<file path="src/g6d_pkg.sv">
// Shared types and constants for the graph6 edge stream decoder.
package g6d_pkg;

   // Width of vertex indexes and of the vertex count
   localparam int VERTEX_BITS = 18;

   // Character coding
   localparam int CHAR_BIAS     = 63;
   localparam int CHAR_TOP      = 126;
   localparam int LONG_MARK     = 126;
   localparam int BITS_PER_CHAR = 6;
   localparam int SIZE_CHARS    = 3;

   // Walk counter covers the bits of one character
   localparam int BIT_CNT_BITS = $clog2(BITS_PER_CHAR + 1);

   // Command queue between front and back
   localparam int QUEUE_DEPTH    = 4;
   localparam int QUEUE_PTR_BITS = $clog2(QUEUE_DEPTH);
   localparam int QUEUE_CNT_BITS = $clog2(QUEUE_DEPTH + 1);

   typedef enum logic [1:0] {
      KIND_COUNT = 2'd0,
      KIND_EDGE  = 2'd1,
      KIND_DONE  = 2'd2,
      KIND_BAD   = 2'd3
   } kind_type;

   typedef enum logic [1:0] {
      OP_BAD   = 2'd0,
      OP_ORDER = 2'd1,
      OP_DATA  = 2'd2
   } cmd_op_type;

   typedef enum logic [1:0] {
      PH_HEADER = 2'd0,
      PH_SIZE   = 2'd1,
      PH_DATA   = 2'd2
   } front_phase_type;

   typedef struct packed {
      logic [7:0] char_code;
      logic       new_graph;
   } req_type;

   typedef struct packed {
      kind_type               kind;
      logic [VERTEX_BITS-1:0] first_vertex;
      logic [VERTEX_BITS-1:0] second_vertex;
      logic [VERTEX_BITS-1:0] vertex_count;
      logic                   last;
   } rsp_type;

   // Work for the back end: one per character that can give results
   typedef struct packed {
      cmd_op_type               op;
      logic [BITS_PER_CHAR-1:0] bits;
      logic [VERTEX_BITS-1:0]   order;
   } cmd_type;

endpackage

</file>
<file path="src/g6d_front.sv">
// Front end: accepts characters, decodes the header and size, issues commands.
module g6d_front (
   input  logic              clock,
   input  logic              reset,
   input  logic              req_valid,
   output logic              req_ready,
   input  g6d_pkg::req_type  req_data,
   input  logic              queue_full,
   output logic              push_valid,
   output g6d_pkg::cmd_type  push_data
);
   import g6d_pkg::*;

   front_phase_type        phase_ff, phase_in, base_phase;
   logic [1:0]             size_left_ff, size_left_in, base_size_left;
   logic [VERTEX_BITS-1:0] order_ff, order_in, base_order;
   logic                   accept;
   logic                   bad_char;
   logic [7:0]             biased;
   logic [BITS_PER_CHAR-1:0] value;

   assign req_ready = !queue_full;
   assign accept    = req_valid && req_ready;

   // Character classification
   assign bad_char = (req_data.char_code < 8'(CHAR_BIAS)) ||
                     (req_data.char_code > 8'(CHAR_TOP));
   assign biased   = req_data.char_code - 8'(CHAR_BIAS);
   assign value    = biased[BITS_PER_CHAR-1:0];

   // A new graph restarts decode before the character is looked at
   always_comb begin
      if (req_data.new_graph) begin
         base_phase     = PH_HEADER;
         base_size_left = 2'd0;
         base_order     = '0;
      end else begin
         base_phase     = phase_ff;
         base_size_left = size_left_ff;
         base_order     = order_ff;
      end
   end

   // Next state
   always_comb begin
      phase_in     = phase_ff;
      size_left_in = size_left_ff;
      order_in     = order_ff;
      if (accept) begin
         phase_in     = base_phase;
         size_left_in = base_size_left;
         order_in     = base_order;
         if (!bad_char) begin
            unique case (base_phase)
               PH_HEADER: begin
                  if (req_data.char_code == 8'(LONG_MARK)) begin
                     phase_in     = PH_SIZE;
                     size_left_in = 2'(SIZE_CHARS);
                     order_in     = '0;
                  end else begin
                     phase_in = PH_DATA;
                     order_in = VERTEX_BITS'(value);
                  end
               end
               PH_SIZE: begin
                  order_in     = (base_order << BITS_PER_CHAR) | VERTEX_BITS'(value);
                  size_left_in = base_size_left - 2'd1;
                  if (base_size_left == 2'd1) begin
                     phase_in = PH_DATA;
                  end
               end
               PH_DATA: begin
                  phase_in = PH_DATA;
               end
               default: begin
                  phase_in = PH_HEADER;
               end
            endcase
         end
      end
   end

   // Command issue
   always_comb begin
      push_valid      = 1'b0;
      push_data.op    = OP_BAD;
      push_data.bits  = value;
      push_data.order = order_in;
      if (accept) begin
         if (bad_char) begin
            push_valid   = 1'b1;
            push_data.op = OP_BAD;
         end else begin
            unique case (base_phase)
               PH_HEADER: begin
                  push_valid   = (req_data.char_code != 8'(LONG_MARK));
                  push_data.op = OP_ORDER;
               end
               PH_SIZE: begin
                  push_valid   = (base_size_left == 2'd1);
                  push_data.op = OP_ORDER;
               end
               PH_DATA: begin
                  push_valid   = 1'b1;
                  push_data.op = OP_DATA;
               end
               default: begin
                  push_valid = 1'b0;
               end
            endcase
         end
      end
   end

   always_ff @(posedge clock) begin
      if (reset) begin
         phase_ff     <= PH_HEADER;
         size_left_ff <= 2'd0;
         order_ff     <= '0;
      end else begin
         phase_ff     <= phase_in;
         size_left_ff <= size_left_in;
         order_ff     <= order_in;
      end
   end

endmodule

</file>
<file path="src/g6d_queue.sv">
// Short command queue between the front and back ends.
module g6d_queue (
   input  logic              clock,
   input  logic              reset,
   input  logic              push_valid,
   input  g6d_pkg::cmd_type  push_data,
   output logic              full,
   input  logic              pop,
   output logic              head_valid,
   output g6d_pkg::cmd_type  head_data
);
   import g6d_pkg::*;

   cmd_type                   entry_ff [QUEUE_DEPTH];
   logic [QUEUE_PTR_BITS-1:0] wr_ptr_ff, wr_ptr_in;
   logic [QUEUE_PTR_BITS-1:0] rd_ptr_ff, rd_ptr_in;
   logic [QUEUE_CNT_BITS-1:0] count_ff, count_in;
   logic                      do_push, do_pop;

   assign full       = (count_ff == QUEUE_CNT_BITS'(QUEUE_DEPTH));
   assign head_valid = (count_ff != '0);
   assign head_data  = entry_ff[rd_ptr_ff];
   assign do_push    = push_valid && !full;
   assign do_pop     = pop && head_valid;

   // Pointer and fill count
   always_comb begin
      wr_ptr_in = do_push ? wr_ptr_ff + QUEUE_PTR_BITS'(1) : wr_ptr_ff;
      rd_ptr_in = do_pop ? rd_ptr_ff + QUEUE_PTR_BITS'(1) : rd_ptr_ff;
      count_in  = count_ff;
      if (do_push && !do_pop) begin
         count_in = count_ff + QUEUE_CNT_BITS'(1);
      end else if (do_pop && !do_push) begin
         count_in = count_ff - QUEUE_CNT_BITS'(1);
      end
   end

   always_ff @(posedge clock) begin
      if (reset) begin
         wr_ptr_ff <= '0;
         rd_ptr_ff <= '0;
         count_ff  <= '0;
      end else begin
         wr_ptr_ff <= wr_ptr_in;
         rd_ptr_ff <= rd_ptr_in;
         count_ff  <= count_in;
      end
   end

   // Entry storage
   always_ff @(posedge clock) begin
      if (do_push) begin
         entry_ff[wr_ptr_ff] <= push_data;
      end
   end

endmodule

</file>
<file path="src/g6d_back.sv">
// Back end: walks the adjacency bits of each command and delivers results.
module g6d_back (
   input  logic              clock,
   input  logic              reset,
   input  logic              head_valid,
   input  g6d_pkg::cmd_type  head_data,
   output logic              pop,
   output logic              rsp_valid,
   input  logic              rsp_ready,
   output g6d_pkg::rsp_type  rsp_data
);
   import g6d_pkg::*;

   // Walk state
   logic [VERTEX_BITS-1:0]  row_ff, row_in;
   logic [VERTEX_BITS-1:0]  col_ff, col_in;
   logic                    done_ff, done_in;
   logic [BIT_CNT_BITS-1:0] bit_left_ff, bit_left_in;
   logic                    first_ff, first_in;

   // Result held until it is known whether it is the last of its character
   logic    pend_valid_ff, pend_valid_in;
   rsp_type pend_ff, pend_in;

   // Output register
   logic    rsp_valid_ff, rsp_valid_in;
   rsp_type rsp_data_ff, rsp_data_in;

   logic                    step_res, step_end, step_go;
   rsp_type                 step_rsp;
   logic [VERTEX_BITS-1:0]  row_step, col_step;
   logic                    done_step;
   logic [BIT_CNT_BITS-1:0] bit_left_step;
   logic [BIT_CNT_BITS-1:0] bit_idx;
   logic [VERTEX_BITS-1:0]  row_inc;
   logic                    out_free, pend_out;

   assign rsp_valid = rsp_valid_ff;
   assign rsp_data  = rsp_data_ff;
   assign out_free  = !rsp_valid_ff || rsp_ready;

   assign bit_idx = bit_left_ff - BIT_CNT_BITS'(1);
   assign row_inc = row_ff + VERTEX_BITS'(1);

   // One step of the current command: at most one result
   always_comb begin
      step_res               = 1'b0;
      step_end               = 1'b0;
      step_rsp.kind          = KIND_BAD;
      step_rsp.first_vertex  = '0;
      step_rsp.second_vertex = '0;
      step_rsp.vertex_count  = head_data.order;
      step_rsp.last          = 1'b0;
      row_step               = row_ff;
      col_step               = col_ff;
      done_step              = done_ff;
      bit_left_step          = bit_left_ff;
      if (head_data.op == OP_BAD) begin
         step_res      = 1'b1;
         step_end      = 1'b1;
         step_rsp.kind = KIND_BAD;
      end else if (head_data.op == OP_ORDER && first_ff) begin
         // Count result, then the walk restarts at the first column
         step_res      = 1'b1;
         step_rsp.kind = KIND_COUNT;
         row_step      = '0;
         col_step      = VERTEX_BITS'(1);
         done_step     = 1'b0;
         bit_left_step = '0;
         step_end      = (head_data.order > VERTEX_BITS'(1));
      end else if (done_ff) begin
         step_end = 1'b1;
      end else if (col_ff >= head_data.order) begin
         // Column index reached the vertex count
         step_res      = 1'b1;
         step_rsp.kind = KIND_DONE;
         done_step     = 1'b1;
         step_end      = 1'b1;
      end else begin
         // One adjacency bit, most significant first
         step_res               = head_data.bits[bit_idx];
         step_rsp.kind          = KIND_EDGE;
         step_rsp.first_vertex  = row_ff;
         step_rsp.second_vertex = col_ff;
         bit_left_step          = bit_idx;
         if (row_inc == col_ff) begin
            row_step = '0;
            col_step = col_ff + VERTEX_BITS'(1);
         end else begin
            row_step = row_inc;
         end
         step_end = (bit_left_ff == BIT_CNT_BITS'(1)) && (col_step < head_data.order);
      end
      step_rsp.last = step_end;
   end

   // A step needs room for its result in the holding register
   assign step_go  = head_valid && (!step_res || !pend_valid_ff || out_free);
   assign pend_out = pend_valid_ff && out_free && (pend_ff.last || (step_go && step_res));
   assign pop      = step_go && step_end;

   // Walk state update
   always_comb begin
      row_in      = row_ff;
      col_in      = col_ff;
      done_in     = done_ff;
      bit_left_in = bit_left_ff;
      first_in    = first_ff;
      if (step_go) begin
         row_in  = row_step;
         col_in  = col_step;
         done_in = done_step;
         if (step_end) begin
            bit_left_in = BIT_CNT_BITS'(BITS_PER_CHAR);
            first_in    = 1'b1;
         end else begin
            bit_left_in = bit_left_step;
            first_in    = 1'b0;
         end
      end
   end

   // Holding register and output register
   always_comb begin
      pend_valid_in = pend_valid_ff;
      pend_in       = pend_ff;
      rsp_valid_in  = rsp_valid_ff;
      rsp_data_in   = rsp_data_ff;
      if (pend_out) begin
         rsp_valid_in = 1'b1;
         rsp_data_in  = pend_ff;
      end else if (rsp_ready) begin
         rsp_valid_in = 1'b0;
      end
      if (step_go && step_res) begin
         pend_valid_in = 1'b1;
         pend_in       = step_rsp;
      end else if (pend_out) begin
         pend_valid_in = 1'b0;
      end else if (step_go && step_end) begin
         pend_in.last = 1'b1;
      end
   end

   always_ff @(posedge clock) begin
      if (reset) begin
         row_ff        <= '0;
         col_ff        <= VERTEX_BITS'(1);
         done_ff       <= 1'b0;
         bit_left_ff   <= BIT_CNT_BITS'(BITS_PER_CHAR);
         first_ff      <= 1'b1;
         pend_valid_ff <= 1'b0;
         rsp_valid_ff  <= 1'b0;
      end else begin
         row_ff        <= row_in;
         col_ff        <= col_in;
         done_ff       <= done_in;
         bit_left_ff   <= bit_left_in;
         first_ff      <= first_in;
         pend_valid_ff <= pend_valid_in;
         rsp_valid_ff  <= rsp_valid_in;
      end
   end

   always_ff @(posedge clock) begin
      pend_ff     <= pend_in;
      rsp_data_ff <= rsp_data_in;
   end

endmodule

</file>
<file path="src/graph6_edge_stream_decoder.sv">
// A command's result passes from the command queue through the holding register to the
//   output register before it is on rsp.
// Throughput: '~' and earlier size bytes give no back-end command; bad characters and counts
//   take one walk step (two for a count of 0 or 1); a data character takes up to seven (six
//   bits plus completion), one per cycle in the bit walker while the holding register has room.
// Reset: decode expects a header byte, the command queue empties, no result is held.
module graph6_edge_stream_decoder (
   input  logic              clock,
   input  logic              reset,
   input  logic              req_valid,
   output logic              req_ready,
   input  g6d_pkg::req_type  req_data,
   output logic              rsp_valid,
   input  logic              rsp_ready,
   output g6d_pkg::rsp_type  rsp_data
);
   import g6d_pkg::*;

   logic    push_valid;
   cmd_type push_data;
   logic    queue_full;
   logic    head_valid;
   cmd_type head_data;
   logic    pop;

   // Character decode
   g6d_front u_front (
      .clock      (clock),
      .reset      (reset),
      .req_valid  (req_valid),
      .req_ready  (req_ready),
      .req_data   (req_data),
      .queue_full (queue_full),
      .push_valid (push_valid),
      .push_data  (push_data)
   );

   // Decoupling queue
   g6d_queue u_queue (
      .clock      (clock),
      .reset      (reset),
      .push_valid (push_valid),
      .push_data  (push_data),
      .full       (queue_full),
      .pop        (pop),
      .head_valid (head_valid),
      .head_data  (head_data)
   );

   // Bit walk and result delivery
   g6d_back u_back (
      .clock      (clock),
      .reset      (reset),
      .head_valid (head_valid),
      .head_data  (head_data),
      .pop        (pop),
      .rsp_valid  (rsp_valid),
      .rsp_ready  (rsp_ready),
      .rsp_data   (rsp_data)
   );

endmodule
</file>
<file path="config.mk">
export PLATFORM = sky130hd
export DESIGN_NAME = graph6_edge_stream_decoder
export DESIGN_NICKNAME = d
export VERILOG_FILES = /design/src/g6d_pkg.sv /design/src/g6d_front.sv /design/src/g6d_queue.sv /design/src/g6d_back.sv /design/src/graph6_edge_stream_decoder.sv
export SDC_FILE = /design/constraint.sdc
export NUM_CORES = 1
export LEC_CHECK = 0
export BUFFER_PORTS_ARGS = -buffer_cell sky130_fd_sc_hd__clkbuf_2
export CORE_AREA = 2 2 166 152
export CTS_CLUSTER_SIZE = 24
export DETAILED_ROUTE_END_ITERATION = 6
export DIE_AREA = 0 0 168 154
export GPL_TIMING_DRIVEN = 0
export PLACE_DENSITY = 0.72
export SLEW_MARGIN = 20
export SYNTH_ARGS = -nofsm -noshare
export SYNTH_HDL_FRONTEND = slang
export SYNTH_SLANG_ARGS = --single-unit
</file>
<file path="constraint.sdc">
create_clock -name clock -period 9.1 [get_ports clock]
set_input_delay 1.82 -clock clock [delete_from_list [all_inputs] [get_ports clock]]
set_output_delay 1.82 -clock clock [all_outputs]
set_load 0.005 [all_outputs]
</file>
==> impl_metrics.yaml <==
power_and_ir_drop:
  swShare: 0.305
  pwr-share-comb: 0.271
  power_leakage_nw: 5.49
  switching_power_mw: 1.35
  power.density_nw_per_um2: 297
  pwr-share-seq: 0.447
  finalPower_mw: 4.42
  p_int_mw: 3.07
  clkPwrFrac: 0.282
  vdd_drop_max_mv: 0.190
route:
  wl_met2_mm: 12.4
  wl_met1_mm: 12.9
  antenna_left: 0
  via_per_inst: 5.80
  vias: 8435
  wl_met3_mm: 1.76
  dr.pass1.iters: 5
  wire_per_inst_um: 19.1
  routed_wl_mm: 27.7
  highest_layer: "met4"
  drt_iter0_drc: 753
  drc_errors: 0
cts:
  cts_setup_buffers: 0
  htreeDepth: 1
  cts_resized: 0
  cts_buffers: 29
  ctsHoldBuffers: 0
  clock-sinks: 292
  clkLatencyLatePin_ns: 0.56
  cts_tree: "built"
  clk_path_buf_depth: 3
  cts_root_buf: "clkbuf_16"
  clkTransAtPathRegs_ns: 0.06
yosys:
  synth_seq_area_share: 0.616
  synth-edff-count: 218
  postSynthCellCount: 1018
  synth_top_family_by_area: "simple AND/OR/NAND/NOR gates"
  synth_compound_area_frac: 0.0912
  synth_area_leaders: "edfxtp_1 50%, dfxtp_1 11%, ha_1 4.5%"
  synth_nets: 1079
  ys.flop_type: "edfxtp_1"
  ys_top_cells_by_count: "218 x edfxtp_1, 74 x dfxtp_1, 56 x nand2_1"
  synth_top_area_share: 0.502
  yosysUniqueCellTypes: 68
  synth-simple-area-share: 0.135
  ys_ff_latch: 292
  synth.avg_cell_area_um2: 12.8
  synthXorXnorAreaFrac: 0.0296
  synthArstFlopShare: 0
  synth_top_area_cell: "edfxtp_1"
  yosys.area_share.adder: 0.0467
  muxShareOfSynthArea: 0.0512
  synth_area_um2: 13000
  yosysMostFrequentCell: "edfxtp_1"
  yosysWarnings: 0
floorplan:
  row_count: 54
  dieArea_um2: 25900
  fp.dieW_um: 168
  die_y_um: 154
  ios: 72
  start_util: 0.543
  core_area_um2: 24000
global_route:
  antenna_found_initial: 0
  grt_max_degree: 55
  grt_usage: 0.219
  overflow: 0
  grt_pass1_wl_mm: 44.6
  grt_pass1_vias: 8199
timing:
  report.final.slew_viol_count: 0
  setup_violations: 0
  setup_ws_ns: 2.06
  worst_pin_slew_ns: 0.805
  rsz0062_at_grt: "no"
  fin_setup_tns_ns: 0
  relSlewSlack: 0.449
  period_share: 0.773
  finalCriticalPeriod_ns: 7.04
  fmax_ghz: 0.142
  finalHoldViolations: 0
  fin_skew_ns: 0.0204
critical_path:
  critPathRequiredTime_ns: 9.56
  cp_max_fo: 8
  crit_path_start_kind: "flop"
  critPathCaptureType: "flop"
  critPathKind: "reg2reg"
  cp_data_arrival_time_ns: 7.50
finish:
  stdcell_area_um2: 14900
  final_cells: 1454
  regArea_um2: 8030
  final_layout_size_suffix_gt1_frac: 0.155
  diodes: 0
  final_nets: 1184
  multi_input_area_um2: 4630
  n_fill_cell: 1822
  area_growth_pct: 14.2
job:
  drv_cap: 0
run_status:
  status: "finished clean"
place:
  place_inst: 1400
  dpl.hpwl_mm: 19.6
  place_congestion: 0.891
  pre_cts_slack_ns: 2.36
  io_buffer_count: 71
  dpl_cell_area_um2: 13900
min_path:
  min_path_type: "reg2reg"
-- path summary, 6_finish.rpt --
| path | start | end | cells past startpoint | slack, ns |
|---|---|---|---|---|
| max | u_back.row_ff[1] | u_queue.count_ff[2] | 23 | 2.06 |
| max reg2reg | u_back.row_ff[1] | u_queue.count_ff[2] | 23 | 2.06 |
| min reg2reg | u_back.pend_ff[18] | u_back.rsp_data[18] | 0 | 0.41 |
| min | u_back.pend_ff[18] | u_back.rsp_data[18] | 0 | 0.41 |
-- cell usage in the layout (no fill, tap or decap), types with 26 or more instances in the layout --
master / instances
o21ai_0: 39
inv_1: 46
ha_1: 47
a21oi_1: 31
edfxtp_1: 218
and2_1: 44
nor2_1: 50
nand2_1: 56
clkbuf_2: 71
clkbuf_16: 32
nand3_1: 33
clkbuf_1: 37
dfxtp_1: 74
xnor2_1: 28
nor2b_1: 26
-- stage by stage --
stage / utilization / hold WS (ns)
5_1_grt: 0.621 / 0.418
4_1_cts: 0.621 / 0.411
2_1_floorplan: - / 0.400
3_3_place_gp: 0.574 / 0.401
3_5_place_dp: 0.578 / 0.405
6_report: 0.621 / 0.411
-- layer usage --
| layer | track usage | up-vias |
|---|---|---|
| met5 | 0 | - |
| li1 | - | 4017 |
| met3 | 0.0319 | 48 |
| met4 | 0.0596 | 0 |
| met1 | 0.325 | 4094 |
| met2 | 0.339 | 276 |
-- flip-flops by register name (all words and copies together), names as in the netlist, named ones only --
name                  cells
u_back.bit_left_ff        3
u_back.col_ff            18
u_back.done_ff            1
u_back.first_ff           1
u_back.pend_ff           57
u_back.pend_valid_ff      1
u_back.row_ff            18
u_back.rsp_data          57
u_back.rsp_valid          1
u_front.order_ff         18
u_front.phase_ff          2
u_front.size_left_ff      2
u_queue.count_ff          3
u_queue.entry_ff        104
u_queue.rd_ptr_ff         2
u_queue.wr_ptr_ff         2
-- worst max-delay path: stages (launching register included) --
cell       delay (ns)
dfxtp_1          0.44
ha_1             0.39
nand4_2          0.18
or3_1            0.33
buf_2            0.16
a311o_1          0.28
a311oi_2         0.29
o22ai_2          0.21
nor3_1           0.72
nand3_1          0.31
xnor2_1          0.22
ha_1             0.30
nand4_1          0.12
nor2_1           0.12
nand3_1          0.15
or3_1            0.42
a2111oi_0        0.71
a211o_1          0.34
ha_1             0.23
inv_1            0.07
fa_1             0.38
xor2_1           0.15
or3_1            0.30
a21oi_1          0.14
-- power groups by stage --
stage / registers (mW) / clock network, mW / logic (mW)
CTS: 1.98 / 1.27 / 1.21
finish: 1.97 / 1.25 / 1.20
detailed placement: 2.00 / 0 / 1.20
global placement: 2.02 / 0 / 1.11
floorplan: 2.00 / 0 / 0.745
global route: 2.01 / 1.32 / 1.32
-- area by class of cell --
class / count / share of cell area
Multi-Input combinational cell: 627 / 0.311
Buffer: 53 / 0.0150
Clock buffer: 42 / 0.0590
Inverter: 46 / 0.0116
Tap cell: 308 / 0.0259
Clock inverter: 12 / 0.00941
Timing Repair Buffer: 74 / 0.0289
Sequential cell: 292 / 0.539
-- cell families after synthesis --
| logic type | Yosys count |
|---|---|
| xor gates and xnor gates | 44 |
| DFF | 292 |
| muxes | 35 |
| buffers and inverters | 99 |
| and+or+nand+nor | 326 |
| AOI/OAI and AO/OA | 174 |
| adders and majority gates | 48 |
(Power assumes the default switching activity.)
